## config.mk

```make
export PLATFORM = sky130hd
export DESIGN_NAME = wsf_back_flat
export DESIGN_NICKNAME = d
export VERILOG_FILES = /design/src/sv/wsf_pkg.sv /design/src/sv/wsf_res_if.sv /design/src/sv/wsf_back.sv /design/src/flat_wrapper.sv
export SDC_FILE = /design/constraint.sdc
export NUM_CORES = 1
export LEC_CHECK = 0
export ABC_AREA = 0
export BUFFER_PORTS_ARGS = -buffer_cell sky130_fd_sc_hd__buf_2
export CORE_AREA = 3 3 143 145
export CTS_BUF_LIST = sky130_fd_sc_hd__clkbuf_16
export DETAILED_ROUTE_END_ITERATION = 8
export DIE_AREA = 0 0 146 148
export HOLD_SLACK_MARGIN = 0.02
export PLACE_DENSITY_LB_ADDON = 0.05
export SYNTH_ARGS = -nofsm -noshare
export SYNTH_HDL_FRONTEND = slang
export SYNTH_SLANG_ARGS = --single-unit
```

## constraint.sdc

```tcl
create_clock -name i_clk -period 6.44 [get_ports i_clk]
set_input_delay 0.644 -clock i_clk [delete_from_list [all_inputs] [get_ports i_clk]]
set_output_delay 0.644 -clock i_clk [all_outputs]
set_load 0.1 [all_outputs]
```

## src/sv/wsf_pkg.sv

```systemverilog
// Shared constants, job record type and helper functions of the weighted smoothing filter.
package wsf_pkg;

    localparam int MAX_WIDTH   = 2048;
    localparam int MAX_HEIGHT  = 2048;
    localparam int PIX_W       = 8;
    localparam int POS_W       = 11;
    localparam int ADDR_W      = $clog2(MAX_WIDTH);
    localparam int SIZE_W      = 12;
    localparam int WEIGHT_W    = 3;
    localparam int CFG_IDX_W   = 2;
    localparam int CFG_DATA_W  = 12;
    localparam int SUM_W       = 13;
    localparam int RECIP_W     = 14;
    localparam int PROD_W      = SUM_W + RECIP_W;
    localparam int QUOT_SHIFT  = 17;
    localparam int QUEUE_DEPTH = 4;
    localparam int QPTR_W      = 2;
    localparam int QCNT_W      = 3;

    localparam logic [CFG_IDX_W-1:0] CFG_IMAGE_WIDTH   = 2'd0;
    localparam logic [CFG_IDX_W-1:0] CFG_IMAGE_HEIGHT  = 2'd1;
    localparam logic [CFG_IDX_W-1:0] CFG_CENTER_WEIGHT = 2'd2;

    localparam logic [SIZE_W-1:0]   RST_WIDTH  = 12'd1920;
    localparam logic [SIZE_W-1:0]   RST_HEIGHT = 12'd1080;
    localparam logic [WEIGHT_W-1:0] RST_WEIGHT = 3'd4;
    localparam logic [SIZE_W-1:0]   MIN_SIZE   = 12'd3;
    localparam logic [WEIGHT_W-1:0] MIN_WEIGHT = 3'd4;

    // One job per input pixel that yields at least one result.
    typedef struct packed {
        logic [SUM_W-1:0]    sum;     // weighted neighbourhood sum
        logic [WEIGHT_W-1:0] weight;  // saturated centre weight
        logic [POS_W-1:0]    row;     // position of the input pixel
        logic [POS_W-1:0]    col;
        logic                inner;   // main result is a computed interior pixel
        logic                right;   // input closes its row
        logic                bottom;  // input lies on the last row
    } t_job;

    function automatic logic [SIZE_W-1:0] clamp_size(input logic [SIZE_W-1:0] v,
                                                     input logic [SIZE_W-1:0] hi);
        logic [SIZE_W-1:0] res;
        res = v;
        if (v < MIN_SIZE) res = MIN_SIZE;
        else if (v > hi) res = hi;
        return res;
    endfunction

    function automatic logic [WEIGHT_W-1:0] sat_weight(input logic [WEIGHT_W-1:0] v);
        return (v < MIN_WEIGHT) ? MIN_WEIGHT : v;
    endfunction

    // ceil(2^17 / (weight + 12)); exact floor division for every reachable sum.
    function automatic logic [RECIP_W-1:0] recip(input logic [WEIGHT_W-1:0] wt);
        logic [RECIP_W-1:0] m;
        case (wt)
            3'd5:    m = 14'd7711;
            3'd6:    m = 14'd7282;
            3'd7:    m = 14'd6899;
            default: m = 14'd8192;
        endcase
        return m;
    endfunction

endpackage

```

## src/sv/wsf_res_if.sv

```systemverilog
// Output channel carrying one filtered pixel with its coordinates per beat.
interface wsf_res_if;
    logic                      valid;
    logic                      ready;
    logic [wsf_pkg::PIX_W-1:0] pixel_out;
    logic [wsf_pkg::POS_W-1:0] out_row;
    logic [wsf_pkg::POS_W-1:0] out_col;
    logic                      run_last;
    logic                      frame_done;

    modport source (output valid, output pixel_out, output out_row, output out_col,
                    output run_last, output frame_done, input ready);
    modport sink   (input valid, input pixel_out, input out_row, input out_col,
                    input run_last, input frame_done, output ready);
endinterface

```

## src/sv/wsf_back.sv

```systemverilog
// Back part: division by the kernel weight total and emission of the results of each job.
module wsf_back (
    input  logic          i_clk,
    input  logic          i_rst_n,
    input  logic          i_head_valid,
    input  wsf_pkg::t_job i_head,
    output logic          o_pop,
    wsf_res_if.source     o_res
);

    typedef enum logic [1:0] {
        ST_MAIN,
        ST_RIGHT,
        ST_BOTTOM,
        ST_CORNER
    } t_step;

    t_step                       r_step, n_step;
    logic                        r_busy, r_inner, r_right, r_bottom;
    logic [wsf_pkg::PROD_W-1:0]  r_prod;
    logic [wsf_pkg::POS_W-1:0]   r_row, r_col;
    logic                        last, emit, load;
    logic [wsf_pkg::PIX_W-1:0]   e_pix, quot;
    logic [wsf_pkg::POS_W-1:0]   e_row, e_col;
    logic                        e_done;

    logic                        r_ovalid, r_olast, r_odone;
    logic [wsf_pkg::PIX_W-1:0]   r_opix;
    logic [wsf_pkg::POS_W-1:0]   r_orow, r_ocol;

    assign quot = r_prod[wsf_pkg::QUOT_SHIFT +: wsf_pkg::PIX_W];

    always_comb begin
        n_step = ST_MAIN;
        last   = 1'b1;
        e_pix  = '0;
        e_row  = r_row;
        e_col  = r_col;
        e_done = 1'b0;
        case (r_step)
            ST_MAIN: begin
                e_pix = r_inner ? quot : '0;
                e_row = r_row - 11'd1;
                e_col = r_col - 11'd1;
                if (r_right) begin
                    n_step = ST_RIGHT;
                    last   = 1'b0;
                end else if (r_bottom) begin
                    n_step = ST_BOTTOM;
                    last   = 1'b0;
                end
            end
            ST_RIGHT: begin
                e_row = r_row - 11'd1;
                if (r_bottom) begin
                    n_step = ST_BOTTOM;
                    last   = 1'b0;
                end
            end
            ST_BOTTOM: begin
                e_col = r_col - 11'd1;
                if (r_right) begin
                    n_step = ST_CORNER;
                    last   = 1'b0;
                end
            end
            ST_CORNER: begin
                e_done = 1'b1;
            end
            default: begin
                e_done = 1'b0;
            end
        endcase
    end

    assign emit  = r_busy && (!r_ovalid || o_res.ready);
    assign load  = !r_busy || (emit && last);
    assign o_pop = load && i_head_valid;

    always_ff @(posedge i_clk) begin
        if (!i_rst_n) begin
            r_busy   <= 1'b0;
            r_step   <= ST_MAIN;
            r_ovalid <= 1'b0;
        end else begin
            if (load) begin
                r_busy <= i_head_valid;
                r_step <= ST_MAIN;
            end else if (emit) begin
                r_step <= n_step;
            end
            if (emit) r_ovalid <= 1'b1;
            else if (o_res.ready) r_ovalid <= 1'b0;
        end
    end

    always_ff @(posedge i_clk) begin
        if (o_pop) begin
            r_prod   <= wsf_pkg::PROD_W'(i_head.sum)
                        * wsf_pkg::PROD_W'(wsf_pkg::recip(i_head.weight));
            r_row    <= i_head.row;
            r_col    <= i_head.col;
            r_inner  <= i_head.inner;
            r_right  <= i_head.right;
            r_bottom <= i_head.bottom;
        end
        if (emit) begin
            r_opix  <= e_pix;
            r_orow  <= e_row;
            r_ocol  <= e_col;
            r_olast <= last;
            r_odone <= e_done;
        end
    end

    assign o_res.valid      = r_ovalid;
    assign o_res.pixel_out  = r_opix;
    assign o_res.out_row    = r_orow;
    assign o_res.out_col    = r_ocol;
    assign o_res.run_last   = r_olast;
    assign o_res.frame_done = r_odone;

    a_done_is_last: assert property (@(posedge i_clk) disable iff (!i_rst_n)
        r_ovalid && r_odone |-> r_olast)
        else $error("frame end flagged on a result that is not the last of its pixel");

    a_pop_when_free: assert property (@(posedge i_clk) disable iff (!i_rst_n)
        o_pop |-> !r_busy || (emit && last))
        else $error("job taken while the previous one is still being emitted");

endmodule

```

## src/flat_wrapper.sv

```systemverilog
// flat-port wrapper written by rule: the top's interface ports become plain ports
module wsf_back_flat 
  (i_clk, i_rst_n, i_head_valid, i_head, o_pop, o_res_valid, o_res_pixel_out, o_res_out_row, o_res_out_col, o_res_run_last, o_res_frame_done, o_res_ready);
  wsf_res_if o_res_i ();
  input  logic i_clk;
  input  logic i_rst_n;
  input  logic i_head_valid;
  input  wsf_pkg::t_job i_head;
  output logic o_pop;
  output wire logic [$bits(o_res_i.valid)-1:0] o_res_valid;
  output wire logic [$bits(o_res_i.pixel_out)-1:0] o_res_pixel_out;
  output wire logic [$bits(o_res_i.out_row)-1:0] o_res_out_row;
  output wire logic [$bits(o_res_i.out_col)-1:0] o_res_out_col;
  output wire logic [$bits(o_res_i.run_last)-1:0] o_res_run_last;
  output wire logic [$bits(o_res_i.frame_done)-1:0] o_res_frame_done;
  input wire logic [$bits(o_res_i.ready)-1:0] o_res_ready;
  assign o_res_valid = o_res_i.valid;
  assign o_res_pixel_out = o_res_i.pixel_out;
  assign o_res_out_row = o_res_i.out_row;
  assign o_res_out_col = o_res_i.out_col;
  assign o_res_run_last = o_res_i.run_last;
  assign o_res_frame_done = o_res_i.frame_done;
  assign o_res_i.ready = o_res_ready;
  wsf_back u_core (.i_clk(i_clk), .i_rst_n(i_rst_n), .i_head_valid(i_head_valid), .i_head(i_head), .o_pop(o_pop), .o_res(o_res_i));
endmodule
```

Word level (Yosys, flattened, before mapping)

Cells that the tools add are included.
W data, S select, Z words.

Register bits: 86
Bits of input ports: 45
Output and inout port bits: 34
Word-level logic and storage cells: 52

Add/subtract/negate cells: 2
Multipliers: 1
Equal/unequal tests: 6
Mux-type cells: 15
Bitwise operators: 1
Reductions and logical operators: 13

Operators by type and width:

| kind                    | count |
|---|---|
| $pmux W14 S3            | 1 |
| $mul A13 B14 Y25        | 1 |
| $mux W11                | 2 |
| $sub A11 B1 Y11 const B | 2 |
| $mux W14                | 1 |
| $eq A3 B3 Y1 const B    | 3 |
| $mux W1                 | 6 |
| $mux W2                 | 3 |
| $pmux W2 S3             | 1 |
| $reduce_or A2 Y1        | 3 |
| $eq A2 B2 Y1 const B    | 2 |
| $logic_and A1 B1 Y1     | 3 |
| $pmux W1 S3             | 1 |
| $eq A2 B1 Y1 const B    | 1 |
| $logic_not A1 Y1        | 2 |
| $logic_not A2 Y1        | 1 |
| $logic_or A1 B1 Y1      | 2 |
| $reduce_and A2 Y1       | 1 |
| $reduce_bool A2 Y1      | 1 |
| $not A1 Y1              | 1 |

Depth between registers and ports, before layout

Word-level depth: 8
Depth in mapped cells: 22
Mapped depth without buffers: 21

Least setup slack after synthesis

No wires, ideal clock.

Path kind: in2reg
From: input port i_head[25] (netlist bit)
To: register u_core.r_prod[20] (netlist bit) (data pin)
Setup time: 0.262 ns
Arrival time: 5.525 ns
Data required time: 6.178 ns
Slack: 0.654 ns
Stages: 20
Buffers on the path: 2
Cells stage by stage: buf_6 xor2_1 and2_1 clkbuf_1 nand2_1 fa_1 fa_1 inv_1 fa_1 fa_1 inv_1 fa_1 inv_1 ha_1 and3_1 a221o_1 a21o_2 a21oi_1 o21ai_1 xor2_1

Word-level cells in the longest chain between the ends: 4

Ends and longest elaborated chain:

| what                   | RTL line          | source |
|---|---|---|
| start: declaration     | flat_wrapper.sv:8 | `input wsf_pkg::t_job i_head;` |
| $eq A3 B3 Y1           | wsf_pkg.sv:58     | `case (wt)` |
| $pmux W14 S3 (*)       | wsf_pkg.sv:58     |  |
| $mux W14 (*)           | wsf_back.sv:98    | `if (o_pop) begin` |
| $mul A13 B14 Y25 (*)   | wsf_back.sv:100   | `* wsf_pkg::PROD_W'(wsf_pkg::recip(i_head.weight));` |
| end signal: assignment | wsf_back.sv:99    | `r_prod <= wsf_pkg::PROD_W'(i_head.sum)` |
| end: declaration       | wsf_back.sv:20    | `logic [wsf_pkg::PROD_W-1:0] r_prod;` |

Mark *: on every way between the ends. The rest lies on a longest branch, timed or not. The select of a mux whose other input is x is not followed.
A chain may end at the register's enable or synchronous reset.

Worst setup path in the final report

From: input port i_head[25] (netlist bit)
To: register u_core.r_prod[23] (netlist bit) (data pin)

The elaborated chain is that of the path after synthesis.

==> flow_summary_export.csv <==
group,metric,value,unit
global_routing,grt_max_degree,34,
sta,finalCriticalPeriod,5872,ps
sta,drv_slew,0,
power,p_leak,4.480,nW
cts,cts-buffers-inserted,9,
sta,tns,0,ps
cts,cts_tree,"built",
cts,hold_buffers,0,
outcome,outcome,"finished clean",
cells_and_area,drive_gt1_frac,0.1490,
global_routing,track_usage,0.1578,
setup_path,r2r-end,"u_core.r_col[5]",
setup_path,cp_data_arrival_time,5950,ps
sta,setup_viol,0,
cts,cts_root_buf,"clkbuf_16",
detailed_routing,routed_via_density,4.555,
yosys,synth_cell_types,50,
floorplan,initial_core_util,0.3943,
detailed_routing,wire_per_inst,15.17,um
sta,finClkSkew,7.803,ps
cts,cts_sinks,69,
yosys,synth_seq_area_share,0.2665,
cts,clk_pin_slew,50,ps
detailed_routing,drtAntennaViolNets,0,
yosys,synth_area_leaders,"fa_1, edfxtp_1, ha_1",
yosys,syn_area_per_cell,10.57,sq um
setup_path,reg2reg_slack,4170,ps
cts,cts.path.max_buffers,2,
global_routing,grt_pass1_wl,26950,um
yosys,async_flop_share,0,
cells_and_area,final_cell_mix,"inv_1, fa_1, buf_2",
cells_and_area,fillers,1930,
setup_path,reg2reg_from,"u_core.r_step[0]",
detailed_routing,drt_iter0_drc,212,
sta,min_period_over_period,0.9117,
placement,io_buffer_count,78,
detailed_routing,vias,4906,
yosys,post_synth_inst_count,721,
placement,dpl.hpwl,14020,um
setup_path,cp-start-kind,"input port",
setup_path,cp-endpoint,"u_core.r_prod[23]",
global_routing,grt_pass1_vias,5255,
cells_and_area,fin_util,0.4454,
sta,setup_ws,568.4,ps
sta,grt_setup_unrepaired,"false",
placement,placed_area,8356,sq um
setup_path,cp-end-kind,"register",
cells_and_area,nNetsFinal,1040,
power,peakVddDrop,0.1105,mV
sta,relSlewSlack,0.4648,
yosys,synth_edf_count,65,
cells_and_area,seqCellArea,2032,sq um
cells_and_area,syn_to_final_growth,12.95,%
cells_and_area,layout_commonest_cell,"inv_1",
cells_and_area,multi_input_area,4727,sq um
global_routing,antenna_found_initial,0,
floorplan,num_rows,51,
placement,place_congestion,0.8866,
cts,insertion_delay,330,ps
setup_path,cp.required,6520,ps
placement,place_ws,225.6,ps
floorplan,io_pins,79,
yosys,synth_top_area_cell,"fa_1",
cts,cts-htree-levels,3,
floorplan,dieArea,21610,sq um
setup_path,startpoint,"i_head[25]",
global_routing,overflow,0,
floorplan,die_h,148,um
yosys,ys_ff_latch,69,
setup_path,rr_worst_depth,5,
sta,fmax,170.3,MHz
cells_and_area,antenna_cells,0,
sta,timing.final.hold_violations,0,
cells_and_area,design_area,8611,sq um
cts,cts_resized,0,
power,p_per_area,263.2,nW/um^2
setup_path,crit_type,"input port to register",
floorplan,core_area,19330,sq um
floorplan,die_x,146,um
hold_path,hold_path_class,"input port to register",
sta,worst_pin_slew,801.1,ps
job,drv_cap,0,
detailed_routing,wirelength,16340,um
cts,postCtsSetupBuffers,0,
detailed_routing,detail_route.first_pass.iterations,4,
yosys,synth_ff_type,"edfxtp_1",
yosys,synth_top_area_share,0.3020,
yosys,synth_warnings,0,
setup_path,critical_path.max_fanout,14,
detailed_routing,drc,0,
yosys,synth_area,7624,sq um
## synthesized netlist by cell type (10+ instances only)
master and n:
clkbuf_1 11, nand2_1 50, a21oi_1 10, fa_1 115, ha_1 73, edfxtp_1 65
nor2_1 11, nand2b_1 11, xnor2_1 15, xor2_1 20, inv_1 213, and2_1 27
and3_1 21
## state kept, by name, summed over array words and instances (netlist names)
name / count
u_core.r_prod: 8
u_core.r_right: 1
u_core.o_res.pixel_out: 8
u_core.r_step: 2
u_core.o_res.run_last: 1
u_core.r_busy: 1
u_core.r_row: 11
u_core.r_inner: 1
u_core.o_res.valid: 1
u_core.o_res.out_col: 11
u_core.r_bottom: 1
u_core.o_res.out_row: 11
u_core.o_res.frame_done: 1
u_core.r_col: 11
## worst max-delay path, stage by stage
cell and delay (ps):
buf_2 210, and2_2 350, nand2_1 160, nor2_1 250
inv_1 100, fa_1 500, fa_1 500, inv_1 50
fa_1 450, fa_1 490, inv_1 50, fa_1 470
inv_1 40, ha_1 300, and3_1 210, a221o_1 330
a21o_2 230, a211oi_2 310, o21bai_1 140, xor2_1 150
## power breakdown
part           total [mW]  switching [mW]  internal (mW)  leakage (nW)
logic                1.25           0.761          0.488          3.69
clock network       0.414           0.163          0.251         0.135
registers           0.603          0.0170          0.586         0.653
## through the flow
step / cells / total power [mW] / hold WS, ps
floorplan: 722 / 1.586 / 453.7
global placement: 1061 / 1.867 / 474.9
detailed placement: 1061 / 1.882 / 489.9
CTS: 1077 / 2.316 / 473.5
global route: 1077 / 2.507 / 469.3
finish: 1077 / 2.267 / 488.5
## area by class of cell
type | instances | area share
multi-input combinational | 426 | 0.5490
tap | 265 | 0.03851
sequential | 69 | 0.2360
clock inverter | 7 | 0.003487
inverter | 213 | 0.09285
clock buffer | 9 | 0.02616
timing repair buffer | 88 | 0.05405
## metal layers
| metal | up-vias | share of wire | track usage |
|---|---|---|---|
| met5 | - | 0 | 0 |
| met4 | 0 | 0.015 | 0.04186 |
| li1 | 2373 | - | - |
| met3 | 14 | 0.054 | 0.02299 |
| met1 | 2394 | 0.46 | 0.2190 |
| met2 | 125 | 0.47 | 0.2619 |
## worst min-delay path by stage
stage                          to  slack [ps]  cells after the start     startpoint
6_report          u_core.r_row[0]         490                      1     i_head[14]
5_1_grt           u_core.r_col[8]         470                      1     i_head[11]
4_1_cts           u_core.r_col[8]         470                      1     i_head[11]
3_5_place_dp   u_core.o_res.valid         490                      2  u_core.r_busy
3_3_place_gp   u_core.o_res.valid         470                      2  u_core.r_busy
2_1_floorplan  u_core.o_res.valid         450                      2  u_core.r_busy
## cells by family after synthesis
family,after synthesis,synth area share
other cells,2,0.0009851
simple gates,152,0.1118
flops,69,0.2665
compound gates,48,0.04480
fa+ha+maj,188,0.4218
buf+inv,227,0.1139
xor+xnor,35,0.04021
Note: power is estimated with default switching activity, not from simulation.
