===== src/sv/wsf_pkg.sv =====
// Shared constants, job record type and helper functions of the weighted smoothing filter.
package wsf_pkg;

    localparam int MAX_WIDTH   = 2048;
    localparam int MAX_HEIGHT  = 2048;
    localparam int PIX_W       = 8;
    localparam int POS_W       = 11;
    localparam int ADDR_W      = $clog2(MAX_WIDTH);
    localparam int SIZE_W      = 12;
    localparam int WEIGHT_W    = 3;
    localparam int CFG_IDX_W   = 2;
    localparam int CFG_DATA_W  = 12;
    localparam int SUM_W       = 13;
    localparam int RECIP_W     = 14;
    localparam int PROD_W      = SUM_W + RECIP_W;
    localparam int QUOT_SHIFT  = 17;
    localparam int QUEUE_DEPTH = 4;
    localparam int QPTR_W      = 2;
    localparam int QCNT_W      = 3;

    localparam logic [CFG_IDX_W-1:0] CFG_IMAGE_WIDTH   = 2'd0;
    localparam logic [CFG_IDX_W-1:0] CFG_IMAGE_HEIGHT  = 2'd1;
    localparam logic [CFG_IDX_W-1:0] CFG_CENTER_WEIGHT = 2'd2;

    localparam logic [SIZE_W-1:0]   RST_WIDTH  = 12'd1920;
    localparam logic [SIZE_W-1:0]   RST_HEIGHT = 12'd1080;
    localparam logic [WEIGHT_W-1:0] RST_WEIGHT = 3'd4;
    localparam logic [SIZE_W-1:0]   MIN_SIZE   = 12'd3;
    localparam logic [WEIGHT_W-1:0] MIN_WEIGHT = 3'd4;

    // One job per input pixel that yields at least one result.
    typedef struct packed {
        logic [SUM_W-1:0]    sum;     // weighted neighbourhood sum
        logic [WEIGHT_W-1:0] weight;  // saturated centre weight
        logic [POS_W-1:0]    row;     // position of the input pixel
        logic [POS_W-1:0]    col;
        logic                inner;   // main result is a computed interior pixel
        logic                right;   // input closes its row
        logic                bottom;  // input lies on the last row
    } t_job;

    function automatic logic [SIZE_W-1:0] clamp_size(input logic [SIZE_W-1:0] v,
                                                     input logic [SIZE_W-1:0] hi);
        logic [SIZE_W-1:0] res;
        res = v;
        if (v < MIN_SIZE) res = MIN_SIZE;
        else if (v > hi) res = hi;
        return res;
    endfunction

    function automatic logic [WEIGHT_W-1:0] sat_weight(input logic [WEIGHT_W-1:0] v);
        return (v < MIN_WEIGHT) ? MIN_WEIGHT : v;
    endfunction

    // ceil(2^17 / (weight + 12)); exact floor division for every reachable sum.
    function automatic logic [RECIP_W-1:0] recip(input logic [WEIGHT_W-1:0] wt);
        logic [RECIP_W-1:0] m;
        case (wt)
            3'd5:    m = 14'd7711;
            3'd6:    m = 14'd7282;
            3'd7:    m = 14'd6899;
            default: m = 14'd8192;
        endcase
        return m;
    endfunction

endpackage


===== src/sv/wsf_queue.sv =====
// Short job queue between the front and back parts.
module wsf_queue (
    input  logic          i_clk,
    input  logic          i_rst_n,
    input  logic          i_push,
    input  wsf_pkg::t_job i_job,
    output logic          o_full,
    output logic          o_valid,
    output wsf_pkg::t_job o_head,
    input  logic          i_pop
);

    wsf_pkg::t_job               r_mem [wsf_pkg::QUEUE_DEPTH];
    logic [wsf_pkg::QPTR_W-1:0]  r_wp, r_rp;
    logic [wsf_pkg::QCNT_W-1:0]  r_count;

    assign o_full  = (r_count == wsf_pkg::QCNT_W'(wsf_pkg::QUEUE_DEPTH));
    assign o_valid = (r_count != '0);
    assign o_head  = r_mem[r_rp];

    always_ff @(posedge i_clk) begin
        if (!i_rst_n) begin
            r_wp    <= '0;
            r_rp    <= '0;
            r_count <= '0;
        end else begin
            if (i_push) r_wp <= r_wp + wsf_pkg::QPTR_W'(1);
            if (i_pop)  r_rp <= r_rp + wsf_pkg::QPTR_W'(1);
            if (i_push && !i_pop) r_count <= r_count + wsf_pkg::QCNT_W'(1);
            else if (i_pop && !i_push) r_count <= r_count - wsf_pkg::QCNT_W'(1);
        end
    end

    always_ff @(posedge i_clk) begin
        if (i_push) r_mem[r_wp] <= i_job;
    end

    a_no_overflow: assert property (@(posedge i_clk) disable iff (!i_rst_n)
        o_full |-> !i_push)
        else $error("job queue written while full");

    a_no_underflow: assert property (@(posedge i_clk) disable iff (!i_rst_n)
        i_pop |-> o_valid)
        else $error("job queue read while empty");

endmodule


===== config.mk =====
export PLATFORM = sky130hd
export DESIGN_NAME = wsf_queue
export DESIGN_NICKNAME = d
export VERILOG_FILES = /design/src/sv/wsf_pkg.sv /design/src/sv/wsf_queue.sv
export SDC_FILE = /design/constraint.sdc
export NUM_CORES = 1
export LEC_CHECK = 0
export BUFFER_PORTS_ARGS = -buffer_cell sky130_fd_sc_hd__buf_2
export CORE_ASPECT_RATIO = 0.8
export CORE_MARGIN = 1.5
export CORE_UTILIZATION = 55
export CTS_CLUSTER_SIZE = 20
export DETAILED_ROUTE_END_ITERATION = 16
export GPL_TIMING_DRIVEN = 0
export MAX_ROUTING_LAYER = met4
export PLACE_DENSITY = 0.77
export SYNTH_ARGS = -nofsm -noshare
export SYNTH_HDL_FRONTEND = slang
export SYNTH_SLANG_ARGS = --single-unit

===== constraint.sdc =====
create_clock -name i_clk -period 4.5 [get_ports i_clk]
set_input_delay 0.225 -clock i_clk [delete_from_list [all_inputs] [get_ports i_clk]]
set_output_delay 0.225 -clock i_clk [all_outputs]
set_load 0.01 [all_outputs]

After elaboration in Yosys (flattened, before gate mapping). Memory sizes are Yosys's and may differ from the RTL's. A register that Yosys moved wholly into a read port is not among the register bits. Index checks and enable logic that the tools add are counted.

Multiplexer cells: 6. Reductions and logical operators: 6. Equality and inequality tests: 1. Add/sub/neg operators: 4.

Operators by type and width (number): two-way mux 3 bit (2); adder 2 x 1 -> 2 bit, second input constant (2); two-way mux 2 bit (2); adder 3 x 1 -> 3 bit, second input constant (1); equality test 3 bit, second input constant (1); nonzero test 3 bit (1); subtractor 3 x 1 -> 3 bit, second input constant (1); logical AND 1 bit (2); logical NOT 1 bit (2); two-way mux 1 bit (2); nonzero test 2 bit (1).

Register bits after elaboration: 7. Memories: 1. Memory bits (writable): 164. Bits of input ports: 45. Logic and storage cells: 21.

Memories: r_mem (words 4, bits a word 41, read ports 1, clocked after Yosys merged registers in 1, wr ports 1, RTL line wsf_queue.sv:13) `wsf_pkg::t_job r_mem [wsf_pkg::QUEUE_DEPTH];`.

Longest topological paths before layout. Gate-level depths: netlist (run 1).

Depth after elaboration: 4. Depth in mapped cells: 7. Depth with buffers taken out: 7.

Worst setup path after synthesis (run 1). Ideal clock, no wire load.

Kind: register to register. Start: reg r_wp[0] (netlist name). End: mem r_mem[2][0] (netlist name) (enable). Setup time: 0.402 ns. Cell stages (with the launch flop): 4. Data arrival time: 1.531 ns. Setup slack: 2.566 ns. Period minus slack after synthesis: 1.934 ns. Buffers on the path: 0. Path through: dfxtp_1 > inv_1 > ha_1 > and2_1.

RTL lines: from (decl) (RTL line wsf_queue.sv:14) `logic [wsf_pkg::QPTR_W-1:0] r_wp, r_rp;`; from (signal assigned) (RTL line wsf_queue.sv:27) `if (i_push) r_wp <= r_wp + wsf_pkg::QPTR_W'(1);`; to (decl) (RTL line wsf_queue.sv:13).

Straight into the memory's write port.

==> flow_summary.ini, run 1 <==
[yosys]
synth_edf_count = 164
synth_commonest_cells = 164 x edfxtp_1, 40 x mux4_2, 9 x and2_1, 9 x dfxtp_1, 5 x ha_1
ys.flop_type = edfxtp_1
synth_largest_area_cell = edfxtp_1
synth_area_um2 = 6414
synth_cell_types = 21
synth_area_per_cell_um2 = 24.86
synth_top_area_share_pct = 76.79
synth_area_leaders = edfxtp_1 77%, mux4_2 14%, dfxtp_1 2.8%
syn_inst = 258
syn_nets = 309
yosysSeqAreaShare_pct = 79.59
synth-async-reset-ratio_pct = 0
synth_most_common_cell = edfxtp_1
synth_warnings = 0
synth_seq_cells = 173

[timing]
tightestPinTransition_ns = 0.5980
period_share_pct = 44.71
slew_violations = 0
fin_ws_ns = 2.488
slew_headroom_pct = 60.14
rsz0062_at_grt = false
setup_viol = 0
hold_viol = 0
fmax_mhz = 497.0
fin_skew_ns = 0.007557
min_period_ns = 2.012
final.setup.tns_ns = 0

[clock_tree]
cts_buffers = 17
cts_tree = yes
cts_sinks = 173
clk_pin_slew_ns = 0.07
cts_hold_buf = 0
post_cts_buffers = 0
clk_path_buf_depth = 2
clk_latency_ns = 0.42
cts_htree_levels = 4
cts-root-buf = clkbuf_16
cts_resized = 0

[worst_setup_path]
critPathKind = reg2out
cp_data_required_time_ns = 4.28
crit_path_start_kind = flip-flop
worstReg2RegEnd = r_mem[0][25]
critPathMostFrequentCell = buf_2
crit_arrival_ns = 1.79
r2r_setup_slack_ns = 2.80
cp_max_fo = 10
slowest_delay_ns = 0.39
r2r_cells = 4
cpMaxStageDelayCell = mux4_2
worstPathCellList = buf_1, buf_2, mux4_2, buf_2
r2r-start = r_wp[0]
endpoint_kind = primary output
cp-endpoint = o_head[40]

[route]
drc_errors = 0
postRouteAntennaNets = 0
dr.first_iter.drc_count = 186
dr_total_vias = 2908
routed_via_density = 5.497
wl_per_cell_um = 20.63
firstDrtPassIters = 4
drt_wl_total_mm = 10.91

[floorplan]
boundaryPins = 88
fp.dieW_um = 123.7
rows = 35
die_area_um2 = 12320
design.core.area_um2 = 11430
start_util_pct = 56.11
die_y_um = 99.59

[global_route]
antenna_found_initial = 0
track_usage_pct = 19.81
grt_first_pass_wirelength_mm = 16.69
grt_remaining_overflow = 0
first_global_vias = 3130
grt_max_degree = 28

[finish]
n_antenna_cell = 0
area_growth_pct = 19.80
n_fill_cell = 752
final_nets = 419
drive_gt1_share_pct = 45.93

[worst_hold_path]
hold_path_class = in2reg
hold_depth = 1

[pwr]
p_total_w = 0.003620
p_leak_nw = 2.659
p_per_area_nw_per_um2 = 471.1
irDropWorstVdd_mv = 0.3965

[placed_design]
gp_routability_congestion = 0.6636
dp_slack_ns = 2.690
hpwl_mm = 6.535
numPortBuffers = 87

[run]
drv_cap = 0

[run_status]
outcome = completed
-- routing by layer --
metal | track usage (%) | vias up | routed length (um)
met2 | 30.85 | 94 | 5477
met4 | 4.775 | 0 | 106
met5 | - | - | 0
met3 | 6.250 | 11 | 656
met1 | 25.85 | 1501 | 4672
li1 | - | 1302 | -
-- layout by cell type, fill, tap and decap left out --
| cell | count |
|---|---|
| edfxtp_1 | 164 |
| buf_2 | 91 |
| mux4_2 | 40 |
| clkbuf_16 | 17 |
| dfxtp_1 | 9 |
| buf_12 | 8 |
| and2_1 | 5 |
| ha_1 | 5 |
| clkinv_4 | 5 |
| inv_6 | 5 |
| inv_1 | 4 |
| and2_2 | 4 |
| xor2_1 | 3 |
| or3_1 | 2 |
| xnor2_1 | 2 |
| mux2i_1 | 2 |
| nor2b_1 | 2 |
| clkinv_2 | 2 |
| buf_6 | 1 |
| buf_1 | 1 |
| mux4_1 | 1 |
| nor3b_1 | 1 |
| nand2_1 | 1 |
| o21ai_0 | 1 |
| a21boi_0 | 1 |
| fa_1 | 1 |
| bufinv_16 | 1 |
| clkinvlp_4 | 1 |
| clkbuf_1 | 1 |
-- per-stage QoR --
stage               util, %  hold WS (ns)  cells  cell area (um2)
floorplan                 -        0.3239    258             6414
global placement      61.54        0.4364    493             7034
detailed placement    62.29        0.4439    497             7119
CTS                   67.23      0.002862    529             7684
global route          67.23      0.003725    529             7684
finish                67.23       0.02104    529             7684
-- kinds of logic after synthesis --
kind of cell               count (synthesis)  share of synthesized area [%]
DFF                                      173                          79.59
muxes                                     43                          14.77
and+or+nand+nor                           15                          1.443
buffers and inverters                     14                          2.029
adders and majority gates                  6                          1.288
xor gates and xnor gates                   5                         0.6829
AOI/OAI and AO/OA                          2                         0.1951
-- final cells by class --
type                       instances  area, um2  share of cell area [%]
sequential                       173       5105                   66.44
tap                              148      185.2                   2.410
multi-input combinational         71       1184                   15.40
clock inverter                    14      135.1                   1.759
timing repair buffer              91      515.5                   6.709
clock buffer                      18      429.2                   5.585
buffer                            10      115.1                   1.498
inverter                           4      15.01                  0.1954
-- critical path, delay by kind of cell (launching register included) --
kind | cells | cell delay (ns)
buffers and inverters | 3 | 0.68
multiplexers | 1 | 0.39
flip-flops | 1 | 0.30
-- flip-flops by register name, indices dropped and copies added, names as in the netlist, named ones only --
register / count
r_count: 3
r_rp: 2
r_wp: 2
r_mem: 164
-- power by group --
group          leakage (nW)  switching (W)  internal [W]
clock                 0.276       0.000611      0.000773
combinational         0.802       0.000186      0.000181
sequential             1.58      0.0000238       0.00185
total                  2.66       0.000821       0.00280
-- how the worst min path moves through the flow --
stage	slack (ns)	start	endpoint
2_1_floorplan	0.32	i_job[0]	r_mem[0][0]
3_3_place_gp	0.44	i_job[23]	r_mem[2][23]
3_5_place_dp	0.44	i_job[33]	r_mem[2][33]
4_1_cts	0.003	i_job[33]	r_mem[3][33]
5_1_grt	0.004	i_job[33]	r_mem[2][33]
6_report	0.02	i_job[29]	r_mem[1][29]
Power figures use the tool's default switching activity.
==> run 2, diff against run 1 <==
ABC_AREA = 1   (was default)
clock period = 2.1 ns   (was 4.5 ns; I/O delays follow)
==> flow_summary.ini, run 2 <==
[route]
drc_errors = 0
firstDrtPassIters = 5
drt_wl_total_mm = 13.95
dr.first_iter.drc_count = 355
dr_total_vias = 4192
postRouteAntennaNets = 0
wl_per_cell_um = 18.16
routed_via_density = 5.458

[pwr]
power_frac_seq_pct = 50.4
switchingPower_w = 0.001777
power.internal_w = 0.006118
p_per_area_nw_per_um2 = 960.2
comb_power_share_pct = 10.3
pwr-share-clk_pct = 39.3
switching_share_pct = 22.51
p_leak_nw = 3.010
irDropWorstVdd_mv = 0.6927

[worst_setup_path]
worstPathCellList = buf_2, o21ai_0, o22ai_1, buf_2
crit_family = buffers and inverters
crit_buf_inv = 2
cpMaxStageDelayCell = dfxtp_1
r2r_setup_slack_ns = 0.54
cp_max_fo = 10
crit_arrival_ns = 1.69
slowest_delay_ns = 0.45
crit_path_start_kind = flip-flop
critPathMostFrequentCell = buf_2
cp_data_required_time_ns = 2.00
critPathKind = reg2out
endpoint_kind = primary output

[clock_tree]
cts_htree_levels = 4
post_cts_buffers = 0
clk_pin_slew_ns = 0.06
cts_resized = 0
cts_sinks = 173
cts-root-buf = clkbuf_16
cts_tree = yes
cts_hold_buf = 42
cts_buffers = 17
clk_path_buf_depth = 2
clk_latency_ns = 0.41

[yosys]
yosysSeqAreaShare_pct = 78.31
synth_commonest_cells = 164 x edfxtp_1, 88 x nor2_1, 47 x o21ai_1, 41 x o21ai_0, 41 x o22ai_1
syn_nets = 506
synth-async-reset-ratio_pct = 0
synth_area_leaders = edfxtp_1 76%, nor2_1 5.1%, o22ai_1 3.9%
synth_edf_count = 164
synth_cell_types = 18
ys.flop_type = edfxtp_1
synth_area_um2 = 6519
synth_largest_area_cell = edfxtp_1
syn_inst = 455
synth_area_per_cell_um2 = 14.33
synth_most_common_cell = edfxtp_1
synth_top_area_share_pct = 75.55
synth_warnings = 0
synth_seq_cells = 173

[placed_design]
hpwl_mm = 8.248
gp_routability_congestion = 0.7159
placed_area_um2 = 7219
numPortBuffers = 87

[finish]
n_antenna_cell = 0
final_common_cell = edfxtp_1
final_nets = 658
multiInputGateArea_um2 = 1184
fin_area_um2 = 8223
area_growth_pct = 26.14
top_register = r_mem
largest_reg_flops = 164
largestRegisters = r_mem: 164 flops, r_count: 3 flops
fin_util_pct = 71.40
drive_gt1_share_pct = 23.87
layout_common_cells = 164 x edfxtp_1, 103 x buf_2, 88 x nor2_1
n_fill_cell = 765
regArea_um2 = 5105

[timing]
fin_skew_ns = 0.004892
setup_viol = 0
slew_headroom_pct = 70.34
fmax_mhz = 557.2
min_period_ns = 1.795
period_share_pct = 85.45
hold_viol = 0
slew_violations = 0
rsz0062_at_grt = false
tightestPinTransition_ns = 0.4442

[global_route]
antenna_found_initial = 0
grt_remaining_overflow = 0
groute.layer.met1.usage_pct = 31.00
grt.met3_usage_pct = 5.224
grt_max_degree = 29
gr-max-usage-layer = met2
grt_first_pass_wirelength_mm = 21.65
grt_util_met2_pct = 38.29
first_global_vias = 4186
track_usage_pct = 24.02

[floorplan]
fp.dieW_um = 124.7
design.core.area_um2 = 11520
die_area_um2 = 12520
boundaryPins = 88
start_util_pct = 56.60
die_y_um = 100.4
rows = 35

[run]
drv_cap = 0

[run_status]
outcome = completed

[worst_hold_path]
hold_path_class = in2reg
==> run 2: routing by layer <==
metal  routed length [um]  share of wire, %
met1                 6156                44
met2                 6833                49
met3                  789               5.7
met4                  169               1.2
met5                    0                 0
==> run 2: final cells by class <==
type                    count  area share [%]
clock inverters            11           1.735
plain buffers              25           2.024
inverters                  17          0.7760
clock buffers              21           5.356
well taps                 148           2.252
flip-flops and latches    173           62.08
repair buffers            133           11.38
multi-input cells         240           14.39
==> run 2: cells by family (layout without fill, tap and decap cells) <==
family	count (synthesis)	count (layout)	share of synthesized area, %
AO/OA/AOI/OAI	133	133	11.00
buffers and inverters	42	207	3.532
adder cells (fa/ha/maj)	6	6	1.267
flip-flops	173	173	78.31
AND/OR/NAND/NOR	101	101	5.893
==> run 2: metrics by stage <==
step / TNS (ns) / power [W] / setup WS, ns / hold slack (ns) / cells
floorplan: 0 / 0.004453 / 0.3107 / 0.2039 / 455
global placement: -46.78 / 0.004754 / -0.3157 / 0.3143 / 690
detailed placement: 0 / 0.004796 / 0.5315 / 0.3217 / 694
CTS: 0 / 0.007924 / 0.2922 / 0.01822 / 768
global route: 0 / 0.008134 / 0.2042 / 0.05618 / 768
finish: 0 / 0.007896 / 0.3054 / 0.02880 / 768
==> run 2: path summary, 6_finish.rpt <==
| check | startpoint | end | cells after the start |
|---|---|---|---|
| max | flip-flop | o_head[27] | 4 |
| min reg2reg | r_rp[1] | r_rp[1] | 1 |
| max reg2reg | r_wp[0] | r_mem[0][22] | 5 |
| min | i_pop | flip-flop | 3 |
==> run 2: power groups by stage <==
| stage | registers, W | logic, W | clock network (W) |
|---|---|---|---|
| 4_1_cts | 0.00398 | 0.000814 | 0.00313 |
| 2_1_floorplan | 0.00404 | 0.000408 | 0 |
| 3_3_place_gp | 0.00405 | 0.000702 | 0 |
| 5_1_grt | 0.00399 | 0.000889 | 0.00326 |
| 3_5_place_dp | 0.00405 | 0.000745 | 0 |
| 6_report | 0.00398 | 0.000811 | 0.00310 |
==> run 2: tightest hold or removal path, stage by stage <==
cell and delay, ns:
buf_2 0.11, o21ai_0 0.10, nor2_1 0.08
